File: src/rtl/core/s256h_pkg.sv
// ---------------------------------------------------------------------------
// s256h_pkg
// Shared types, constants and round functions of the SHA-256 stream hasher.
// ---------------------------------------------------------------------------
`default_nettype none

package s256h_pkg;

  localparam int LEN_BITS_DEFAULT = 64;

  localparam logic [7:0] PAD_BYTE  = 8'h80;
  localparam logic [5:0] LEN_SLOT  = 6'd56;
  localparam logic [5:0] LAST_SLOT = 6'd63;
  localparam logic [5:0] LAST_ROUND = 6'd63;
  localparam logic [1:0] LAST_PART = 2'd3;

  typedef logic [0:7][31:0] s256h_hash_t;

  localparam s256h_hash_t INIT_HASH = '{
    32'h6a09e667, 32'hbb67ae85, 32'h3c6ef372, 32'ha54ff53a,
    32'h510e527f, 32'h9b05688c, 32'h1f83d9ab, 32'h5be0cd19
  };

  localparam logic [0:63][31:0] ROUND_K = '{
    32'h428a2f98, 32'h71374491, 32'hb5c0fbcf, 32'he9b5dba5,
    32'h3956c25b, 32'h59f111f1, 32'h923f82a4, 32'hab1c5ed5,
    32'hd807aa98, 32'h12835b01, 32'h243185be, 32'h550c7dc3,
    32'h72be5d74, 32'h80deb1fe, 32'h9bdc06a7, 32'hc19bf174,
    32'he49b69c1, 32'hefbe4786, 32'h0fc19dc6, 32'h240ca1cc,
    32'h2de92c6f, 32'h4a7484aa, 32'h5cb0a9dc, 32'h76f988da,
    32'h983e5152, 32'ha831c66d, 32'hb00327c8, 32'hbf597fc7,
    32'hc6e00bf3, 32'hd5a79147, 32'h06ca6351, 32'h14292967,
    32'h27b70a85, 32'h2e1b2138, 32'h4d2c6dfc, 32'h53380d13,
    32'h650a7354, 32'h766a0abb, 32'h81c2c92e, 32'h92722c85,
    32'ha2bfe8a1, 32'ha81a664b, 32'hc24b8b70, 32'hc76c51a3,
    32'hd192e819, 32'hd6990624, 32'hf40e3585, 32'h106aa070,
    32'h19a4c116, 32'h1e376c08, 32'h2748774c, 32'h34b0bcb5,
    32'h391c0cb3, 32'h4ed8aa4a, 32'h5b9cca4f, 32'h682e6ff3,
    32'h748f82ee, 32'h78a5636f, 32'h84c87814, 32'h8cc70208,
    32'h90befffa, 32'ha4506ceb, 32'hbef9a3f7, 32'hc67178f2
  };

  // Commands from the sequencer to the compression unit.
  typedef struct packed {
    logic       shift;
    logic [7:0] data;
    logic       start;
    logic       reload;
  } s256h_ctrl_t;

  typedef enum logic [1:0] {
    C_IDLE,
    C_ROUND,
    C_FOLD
  } s256h_cstate_t;

  typedef enum logic [2:0] {
    S_IDLE,
    S_MSG_WAIT,
    S_PAD,
    S_ZERO,
    S_PAD_WAIT,
    S_LEN,
    S_LEN_WAIT,
    S_OUT
  } s256h_state_t;

  function automatic logic [31:0] big_sigma0(input logic [31:0] x);
    return {x[1:0], x[31:2]} ^ {x[12:0], x[31:13]} ^ {x[21:0], x[31:22]};
  endfunction

  function automatic logic [31:0] big_sigma1(input logic [31:0] x);
    return {x[5:0], x[31:6]} ^ {x[10:0], x[31:11]} ^ {x[24:0], x[31:25]};
  endfunction

  function automatic logic [31:0] small_sigma0(input logic [31:0] x);
    return {x[6:0], x[31:7]} ^ {x[17:0], x[31:18]} ^ {3'b000, x[31:3]};
  endfunction

  function automatic logic [31:0] small_sigma1(input logic [31:0] x);
    return {x[16:0], x[31:17]} ^ {x[18:0], x[31:19]} ^ {10'b0, x[31:10]};
  endfunction

  function automatic logic [31:0] choose(input logic [31:0] e, input logic [31:0] f,
                                         input logic [31:0] g);
    return (e & f) ^ (~e & g);
  endfunction

  function automatic logic [31:0] majority(input logic [31:0] a, input logic [31:0] b,
                                           input logic [31:0] c);
    return (a & b) ^ (a & c) ^ (b & c);
  endfunction

endpackage

`default_nettype wire

File: src/rtl/core/s256h_compress.sv
// ---------------------------------------------------------------------------
// s256h_compress
// Block window, chaining value and one SHA-256 round per cycle.
// ---------------------------------------------------------------------------
`default_nettype none

module s256h_compress (
  input  wire                       clk,
  input  wire                       rst,
  input  s256h_pkg::s256h_ctrl_t    ctrl,
  output logic                      done,
  output s256h_pkg::s256h_hash_t    chain
);
  import s256h_pkg::*;

  s256h_cstate_t state, state_next;
  logic [5:0]    rnd;
  s256h_hash_t   v, v_round;
  logic [511:0]  window;
  logic [31:0]   t1, t2, w_new;

  // Window word 0 is w[t]; words 0, 1, 9 and 14 feed w[t+16].
  always_comb begin
    t1 = v[7] + big_sigma1(v[4]) + choose(v[4], v[5], v[6]) + ROUND_K[rnd]
         + window[511:480];
    t2 = big_sigma0(v[0]) + majority(v[0], v[1], v[2]);
    v_round = {t1 + t2, v[0], v[1], v[2], v[3] + t1, v[4], v[5], v[6]};
    w_new = small_sigma1(window[63:32]) + window[223:192]
            + small_sigma0(window[479:448]) + window[511:480];
  end

  always_comb begin
    state_next = state;
    done = 1'b0;
    case (state)
      C_IDLE: begin
        if (ctrl.start) state_next = C_ROUND;
      end
      C_ROUND: begin
        if (rnd == LAST_ROUND) state_next = C_FOLD;
      end
      C_FOLD: begin
        done = 1'b1;
        state_next = C_IDLE;
      end
      default: state_next = C_IDLE;
    endcase
  end

  always_ff @(posedge clk) begin
    if (rst) begin
      state <= C_IDLE;
      chain <= INIT_HASH;
      rnd   <= '0;
    end else begin
      state <= state_next;
      case (state)
        C_IDLE: begin
          rnd <= '0;
          if (ctrl.reload) chain <= INIT_HASH;
        end
        C_ROUND: rnd <= rnd + 6'd1;
        C_FOLD: begin
          for (int i = 0; i < 8; i++) chain[i] <= chain[i] + v[i];
        end
        default: rnd <= '0;
      endcase
    end
  end

  always_ff @(posedge clk) begin
    case (state)
      C_IDLE: begin
        if (ctrl.shift) window <= {window[503:0], ctrl.data};
        if (ctrl.start) v <= chain;
      end
      C_ROUND: begin
        v      <= v_round;
        window <= {window[479:0], w_new};
      end
      default: v <= v;
    endcase
  end

endmodule

`default_nettype wire

File: src/rtl/core/sha256_stream_hasher_core.sv
// ---------------------------------------------------------------------------
// sha256_stream_hasher_core
// Byte-stream SHA-256 hasher with padding and four-part digest output.
// ---------------------------------------------------------------------------
// Feed a message one item at a time: s_tdata carries a byte, s_tuser says the
// byte is present, s_tlast ends the message after that byte. A byte that does
// not complete a 64-byte block or end the message leaves s_tready high. A
// byte that completes a block holds s_tready low while the single shared
// round unit runs the 64 rounds and then folds the result into the chaining
// value. On end of message the sequencer appends 0x80, zero bytes and the
// 64-bit bit length one byte at a time, running one or two further
// compressions, then presents the digest as four 64-bit items, most
// significant first, and reloads the initial hash for the next message.
// s_tready is low from end of message until the last digest item is taken.
// ---------------------------------------------------------------------------
`default_nettype none

module sha256_stream_hasher_core #(
  parameter int LENGTH_COUNTER_BITS = s256h_pkg::LEN_BITS_DEFAULT
) (
  input  wire          clk,
  input  wire          rst,
  input  wire          s_tvalid,
  output logic         s_tready,
  input  wire  [7:0]   s_tdata,   // [7:0] byte_value
  input  wire          s_tuser,   // [0] has_byte
  input  wire          s_tlast,   // end_of_message
  output logic         m_tvalid,
  input  wire          m_tready,
  output logic [63:0]  m_tdata,   // [63:0] digest_part
  output logic [1:0]   m_tuser,   // [1:0] part_index
  output logic         m_tlast    // last_part
);
  import s256h_pkg::*;

  s256h_state_t state, state_next;
  logic [5:0]   fill, fill_next;           // bytes in the current block
  logic [LENGTH_COUNTER_BITS-1:0] byte_total, byte_total_next;
  logic         extra, extra_next;         // length needs one more block
  logic         fin, fin_next;             // message ends after this block
  logic [1:0]   part, part_next;
  s256h_ctrl_t  ctrl;
  logic         done;
  s256h_hash_t  chain;
  logic [63:0]  bit_len, len_shift;

  s256h_compress u_compress (
    .clk   (clk),
    .rst   (rst),
    .ctrl  (ctrl),
    .done  (done),
    .chain (chain)
  );

  // Bit length, big-endian; the low three fill bits pick the byte in the
  // length slots.
  assign bit_len   = 64'(byte_total) << 3;
  assign len_shift = bit_len << {fill[2:0], 3'b000};

  assign s_tready = (state == S_IDLE);
  assign m_tvalid = (state == S_OUT);
  assign m_tdata  = {chain[{part, 1'b0}], chain[{part, 1'b1}]};
  assign m_tuser  = part;
  assign m_tlast  = (part == LAST_PART);

  always_comb begin
    state_next      = state;
    fill_next       = fill;
    byte_total_next = byte_total;
    extra_next      = extra;
    fin_next        = fin;
    part_next       = part;
    ctrl            = '0;
    case (state)
      S_IDLE: begin
        if (s_tvalid) begin
          if (s_tuser) begin
            // absorb the byte first, then handle end of message
            ctrl.shift      = 1'b1;
            ctrl.data       = s_tdata;
            fill_next       = fill + 6'd1;
            byte_total_next = byte_total + LENGTH_COUNTER_BITS'(1);
          end
          if (s_tuser && fill == LAST_SLOT) begin
            ctrl.start = 1'b1;
            fin_next   = s_tlast;
            state_next = S_MSG_WAIT;
          end else if (s_tlast) begin
            state_next = S_PAD;
          end
        end
      end
      S_MSG_WAIT: begin
        if (done) state_next = fin ? S_PAD : S_IDLE;
      end
      S_PAD: begin
        ctrl.shift = 1'b1;
        ctrl.data  = PAD_BYTE;
        fill_next  = fill + 6'd1;
        if (fill == LAST_SLOT) begin
          ctrl.start = 1'b1;
          extra_next = 1'b0;
          state_next = S_PAD_WAIT;
        end else begin
          // marker in the length slots: length goes in a further block
          extra_next = (fill >= LEN_SLOT);
          state_next = S_ZERO;
        end
      end
      S_ZERO: begin
        if (fill == LEN_SLOT && !extra) begin
          state_next = S_LEN;
        end else begin
          ctrl.shift = 1'b1;
          ctrl.data  = '0;
          fill_next  = fill + 6'd1;
          if (fill == LAST_SLOT) begin
            ctrl.start = 1'b1;
            extra_next = 1'b0;
            state_next = S_PAD_WAIT;
          end
        end
      end
      S_PAD_WAIT: begin
        if (done) state_next = S_ZERO;
      end
      S_LEN: begin
        ctrl.shift = 1'b1;
        ctrl.data  = len_shift[63:56];
        fill_next  = fill + 6'd1;
        if (fill == LAST_SLOT) begin
          ctrl.start = 1'b1;
          state_next = S_LEN_WAIT;
        end
      end
      S_LEN_WAIT: begin
        if (done) begin
          part_next  = '0;
          state_next = S_OUT;
        end
      end
      S_OUT: begin
        if (m_tready) begin
          part_next = part + 2'd1;
          if (part == LAST_PART) begin
            // drop the digest and start the next message fresh
            ctrl.reload     = 1'b1;
            byte_total_next = '0;
            state_next      = S_IDLE;
          end
        end
      end
      default: state_next = S_IDLE;
    endcase
  end

  always_ff @(posedge clk) begin
    if (rst) begin
      state      <= S_IDLE;
      fill       <= '0;
      byte_total <= '0;
      extra      <= 1'b0;
      fin        <= 1'b0;
      part       <= '0;
    end else begin
      state      <= state_next;
      fill       <= fill_next;
      byte_total <= byte_total_next;
      extra      <= extra_next;
      fin        <= fin_next;
      part       <= part_next;
    end
  end

endmodule

`default_nettype wire

File: config.mk
export PLATFORM = sky130hd
export DESIGN_NAME = sha256_stream_hasher_core
export DESIGN_NICKNAME = d
export VERILOG_FILES = /design/src/rtl/core/s256h_pkg.sv /design/src/rtl/core/s256h_compress.sv /design/src/rtl/core/sha256_stream_hasher_core.sv
export SDC_FILE = /design/constraint.sdc
export NUM_CORES = 2
export LEC_CHECK = 0
export BUFFER_PORTS_ARGS = -buffer_cell sky130_fd_sc_hd__buf_2
export CORE_UTILIZATION = 26
export DETAILED_ROUTE_END_ITERATION = 8
export GPL_ROUTABILITY_DRIVEN = 0
export SYNTH_ARGS = -nofsm -noshare
export SYNTH_HDL_FRONTEND = slang
export SYNTH_SLANG_ARGS = --single-unit
File: constraint.sdc
create_clock -name clk -period 55.1 [get_ports clk]
set_input_delay 11.02 -clock clk [delete_from_list [all_inputs] [get_ports clk]]
set_output_delay 11.02 -clock clk [all_outputs]
set_load 0.01 [all_outputs]
=== Yosys cells after proc, flatten, opt, wreduce, memory -nomap -nowiden ===
Memory sizes are Yosys's and may differ from the RTL's.
Index checks and enable logic that the tools add are counted.

* Bitwise operators: 20
* Shift-type cells: 1
* Reductions and logical operators: 22
* Multiplexer cells: 58
* Add/sub/neg operators: 22
* $lt $le $gt $ge: 4
* Equal/unequal tests: 29

{| class="wikitable"
|+ Operators by type and width
! operator !! number
|-
| $pmux W256 S2 || 2
|-
| $pmux W512 S2 || 1
|-
| $add A32 B32 Y32 || 18
|-
| $mux W256 || 2
|-
| $mux W512 || 1
|-
| $xor A32 B32 Y32 || 9
|-
| $mux W64 || 4
|-
| $bmux W32 S3 || 2
|-
| $mux W32 || 6
|-
| $and A32 B32 Y32 || 5
|-
| $pmux W64 S2 || 1
|-
| $add A64 B1 Y64 const B || 1
|-
| $shl A64 B6 Y64 || 1
|-
| $pmux W10 S4 || 1
|-
| $mux W3 || 12
|-
| $not A32 Y32 || 1
|-
| $xor A32 B22 Y32 || 1
|-
| $xor A32 B29 Y32 || 1
|-
| $pmux W3 S8 || 1
|-
| $mux W10 || 2
|-
| $ne A2 B2 Y1 const B || 10
|-
| $eq A6 B6 Y1 const B || 3
|-
| $mux W6 || 3
|-
| $pmux W6 S3 || 1
|-
| 33 further kinds || 67
|}

* Memory bits (read-only): 2,048
* Logic and storage cells: 182
* Memories kept: 1
* Register bits: 1,109
* Input bits: 14

{| class="wikitable"
|+ Memory list
! name !! words !! bits a word !! read ports !! clocked after Yosys merged registers in !! write ports !! line !! source
|-
| (no name shown) || 64 || 32 || 1 || 0 || 0 || s256h_compress.sv:24 || <nowiki>t1 = v[7] + big_sigma1(v[4]) + choose(v[4], v[5], v[6]) + ROUND_K[rnd]</nowiki>
|}

=== Longest topological paths before layout ===
* Word-level depth: 8
* Depth in mapped cells: 39
* Gate-level depth less buffers: 37

=== Modules after synthesis ===
A second synthesis with hierarchy kept.

* Cells, all modules: 8,266
* Area total of the unflattened synthesis: 73,903.4 um^2

{| class="wikitable"
|+ By module, submodules not included
! module !! sequential area each (um^2) !! cells an instance !! area an instance (um^2) !! instances
|-
| s256h_compress || 28,347.2 || 7,654 || 68,024.0 || 1
|-
| sha256_stream_hasher_core || 1,481.4 || 612 || 5,879.4 || 1
|}

=== Worst setup path after synthesis ===
OpenSTA, ideal clock, no wires.

* Kind: input-to-reg
* Start point: input port s_tvalid
* End point: register u_compress.window[0] (enable)
* Setup slack: 20,773 ps
* Path buffers: 2
* Stages on the path: 6
* Arrival time: 32,930 ps
* Required time: 53,703 ps
* Path through: and3_1 -> clkbuf_1 -> or2_2 -> clkbuf_1 -> nor2_1 -> nor2_1

* Cells in the longest elaborated chain, start to end: 4

{| class="wikitable"
|+ Ends and longest elaborated chain
! element !! line !! source
|-
| from (decl) || sha256_stream_hasher_core.sv:23 || <nowiki>input wire s_tvalid,</nowiki>
|-
| $mux W10 || sha256_stream_hasher_core.sv:76 || <nowiki>if (s_tvalid) begin</nowiki>
|-
| $pmux W10 S4 || sha256_stream_hasher_core.sv:74 || <nowiki>case (state)</nowiki>
|-
| $ne A2 B2 Y1 (no source line) || -- ||
|-
| $reduce_and A2 Y1 (no source line) || -- ||
|-
| to (signal assigned) || s256h_compress.sv:74 || <nowiki>if (ctrl.shift) window <= {window[503:0], ctrl.data};</nowiki>
|-
| to (signal assigned) || s256h_compress.sv:79 || <nowiki>window <= {window[479:0], w_new};</nowiki>
|-
| to (decl) || s256h_compress.sv:19 || <nowiki>logic [511:0] window;</nowiki>
|}

Every way passes these cells.
A chain may end at the register's enable or synchronous reset.

=== Worst setup path in the final report ===
* Start point: input port s_tuser
* End point: register u_compress.window[31] (enable)

* Cells in the longest elaborated chain, start to end: 5

{| class="wikitable"
|+ Ends and longest elaborated chain
! element !! line !! source
|-
| from (decl) || sha256_stream_hasher_core.sv:26 || <nowiki>input wire s_tuser,</nowiki>
|-
| $mux W9 || sha256_stream_hasher_core.sv:77 || <nowiki>if (s_tuser) begin</nowiki>
|-
| $mux W10 || sha256_stream_hasher_core.sv:76 ||
|-
| $pmux W10 S4 || sha256_stream_hasher_core.sv:74 ||
|-
| $ne A2 B2 Y1 (no source line) || -- ||
|-
| $reduce_and A2 Y1 (no source line) || -- ||
|}

Every way passes these cells.

==> flow_summary.ini <==
[hold_path]
min_from = fill[5]
hold_path_class = register to register
holdPathStages = 2
whs_endpoint = fill[5]

[global_routing]
grt_max_degree = 240
first_global_vias = 54100
grt_pass1_wl_microns = 346000
antenna_found_initial = 9
grt_usage_pct = 15.7
gr-total-overflow = 0

[timing]
finalSetupViolCount = 0
rsz0062_at_grt = no
tightest_slew_ps = 1130
relSlewSlack_pct = 22.8
hold_viol_final = 0
fmax_mhz = 60.2
period_share_pct = 30.1
whs_ps = 481
fin_skew_ps = 64.6
finalCriticalPeriod_ps = 16600
slew_viol_final = 0
fin_setup_tns_ps = 0

[detailed_routing]
vias_per_cell = 4.92
wl_met2_microns = 98800
drt-pass1-iter-count = 7
wl_met3_microns = 20000
vias = 58500
drc = 0
drtIter0Drc = 6931
drt-total-wl_microns = 231000
wl_met1_microns = 104000
routedWlPerCell_microns = 19.4
top_layer = met5
antenna_left = 0

[placed_design]
dp.cells = 11700
dp_hpwl_microns = 167000
numPortBuffers = 82

[setup_path]
cp_num_buf_inv = 6
timing.rr.end = u_compress.v[254]
worst_setup_path_end_kind = register
crit_chain = buf_2, and3_1, or2_2, nor2_1, nor2_4, buf_4, buf_4, buf_4, buf_4, buf_4
crit_fanout = 74
path_depth = 10
start_kind = input pin
cp_slowest_cell = buf_4
critical_path_arrival_ps = 16970
worstSetupPathType = input pin to register
reg2reg_depth = 33
reg2reg_from = u_compress.rnd[1]
reg2reg_setup_slack_ps = 44030
slowest_delay_ps = 840
critPathRequiredTime_ps = 55470
critPathMostFrequentCell = buf_4
crit_family = buffers and inverters

[synth]
yosysWarnings = 0
yosysSeqAreaShare_pct = 40.4
yosysTopAreaCell = edfxtp_1
netlist.area_leader.share_pct = 31.2
ys_top_cells_by_count = nand2_1 (2,391), edfxtp_1 (768), nor2_1 (462), clkbuf_1 (425), xnor2_1 (413)
postSynthAreaPerCell_sq_um = 8.96
synth-main-ff-cell = edfxtp_1
synthTopCellsByArea = edfxtp_1 (31%), nand2_1 (12%), dfxtp_1 (9.2%)
synth_most_common_cell = nand2_1
syn_nets = 8853
netlist_area_sq_um = 73900
ys_ff_latch = 1106
synth-edff-count = 768
ys_async_sr_fraction_pct = 0
ys_types = 94
syn-instance-count = 8247

[die]
ios = 83
core_sq_um = 283000
fp.dieW_microns = 535
start_util_pct = 26.2
dieHeight_microns = 535
die_area_sq_um = 286000
rows = 195

[clock_network]
ctsHtreeMaxLevel = 3
clk_pin_slew_worst_paths_ps = 60
cts-root-buf = clkbuf_16
cts-resized-gates = 0
cts-hold-fix-buffers = 0
clkSinkCount = 1106
cts_tree = built
numCtsBuffers = 114
cts_setup_buffers = 0
clk_latency_ps = 790
clock_path_buffers = 3

[layout]
final_nets = 8653
nFillCells = 29900
area_growth_pct = 10.9
register_area_sq_um = 29800
multi_input_area_sq_um = 41200
final_cell_count_no_fill = 11900
drive_gt1_share_pct = 6.01

[pwr]
irDropWorstVdd_mv = 0.0459
total_power_w = 0.00266
p_leak_nw = 33.1
power_density_nw_per_um2 = 32.5

[run]
maxCapViolations = 0

[status]
status = finished clean
power breakdown:
group / leakage [nW] / internal, W / switching, W
logic: 21.2 / 0.000278 / 0.000425
clock network: 1.97 / 0.000484 / 0.000366
registers: 9.89 / 0.00103 / 0.0000751
total: 33.1 / 0.00179 / 0.000866
stage by stage:
stage	instance area [sq um]	setup slack [ps]	utilization [%]
global placement	77900	37720	27.6
finish	81900	38500	29.0
global route	81900	37970	29.0
floorplan	73900	20770	-
CTS	81900	38460	29.0
detailed placement	77900	37660	27.6
how the worst max path moves through the flow:
| stage | start | end | slack, ps |
|---|---|---|---|
| after global placement | s_tuser | u_compress.window[204] | 37720 |
| after floorplan | s_tvalid | u_compress.window[0] | 20770 |
| after detailed placement | s_tuser | u_compress.window[196] | 37660 |
| after global routing | s_tuser | u_compress.window[31] | 37970 |
| final | s_tuser | u_compress.window[31] | 38500 |
| after CTS | s_tuser | u_compress.window[187] | 38460 |
cell type report:
cell class	count	share of cell area, %
well taps	3743	5.72
repair buffers	155	1.24
clock inverters	68	1.13
multi-input cells	6370	50.3
flip-flops and latches	1106	36.4
clock buffers	150	3.78
diodes	4	0.0122
inverters	300	1.37
kinds of logic (layout without fill, tap and decap cells):
family / after synthesis / in the layout / share of synthesized area [%]
and+or+nand+nor: 3414 / 3414 / 19.2
AOI/OAI and AO/OA: 1577 / 1577 / 13.5
DFF: 1106 / 1106 / 40.4
buffers and inverters: 771 / 673 / 3.92
xor gates and xnor gates: 626 / 626 / 7.46
adders and majority gates: 615 / 615 / 12.3
muxes: 138 / 138 / 3.24
other: 0 / 4 / 0
cell usage in the layout, fill, tap and decap left out, drive strengths merged, types with 144 or more instances in the layout:
master	Yosys	layout
a21o	176	176
dfxtp	338	338
nand2b	144	144
xor2	211	211
inv	298	303
edfxtp	768	768
clkbuf	425	150
xnor2	413	413
nor2	462	462
a21oi	405	405
o21ai	381	381
buf	46	155
ha	397	397
fa	195	195
nand2	2391	2391
layer usage:
layer	vias to the layer above	track usage, %
li1	28000	-
met1	28100	22.3
met2	2138	23.5
met3	311	3.14
met4	8	5.11
met5	-	0.500
worst min-delay path: cells and delay by family, from the launching register on:
kind            cells  cell delay, ps
compound gates      2             130
flops               1             310
state kept, by name, indices dropped and copies added, names as in the netlist:
register           flops
byte_total            61
u_compress.chain     256
state                  3
u_compress.rnd         6
fin                    1
m_tuser                2
u_compress.window    512
u_compress.state       2
fill                   6
extra                  1
u_compress.v         256
(Power assumes the default switching activity.)
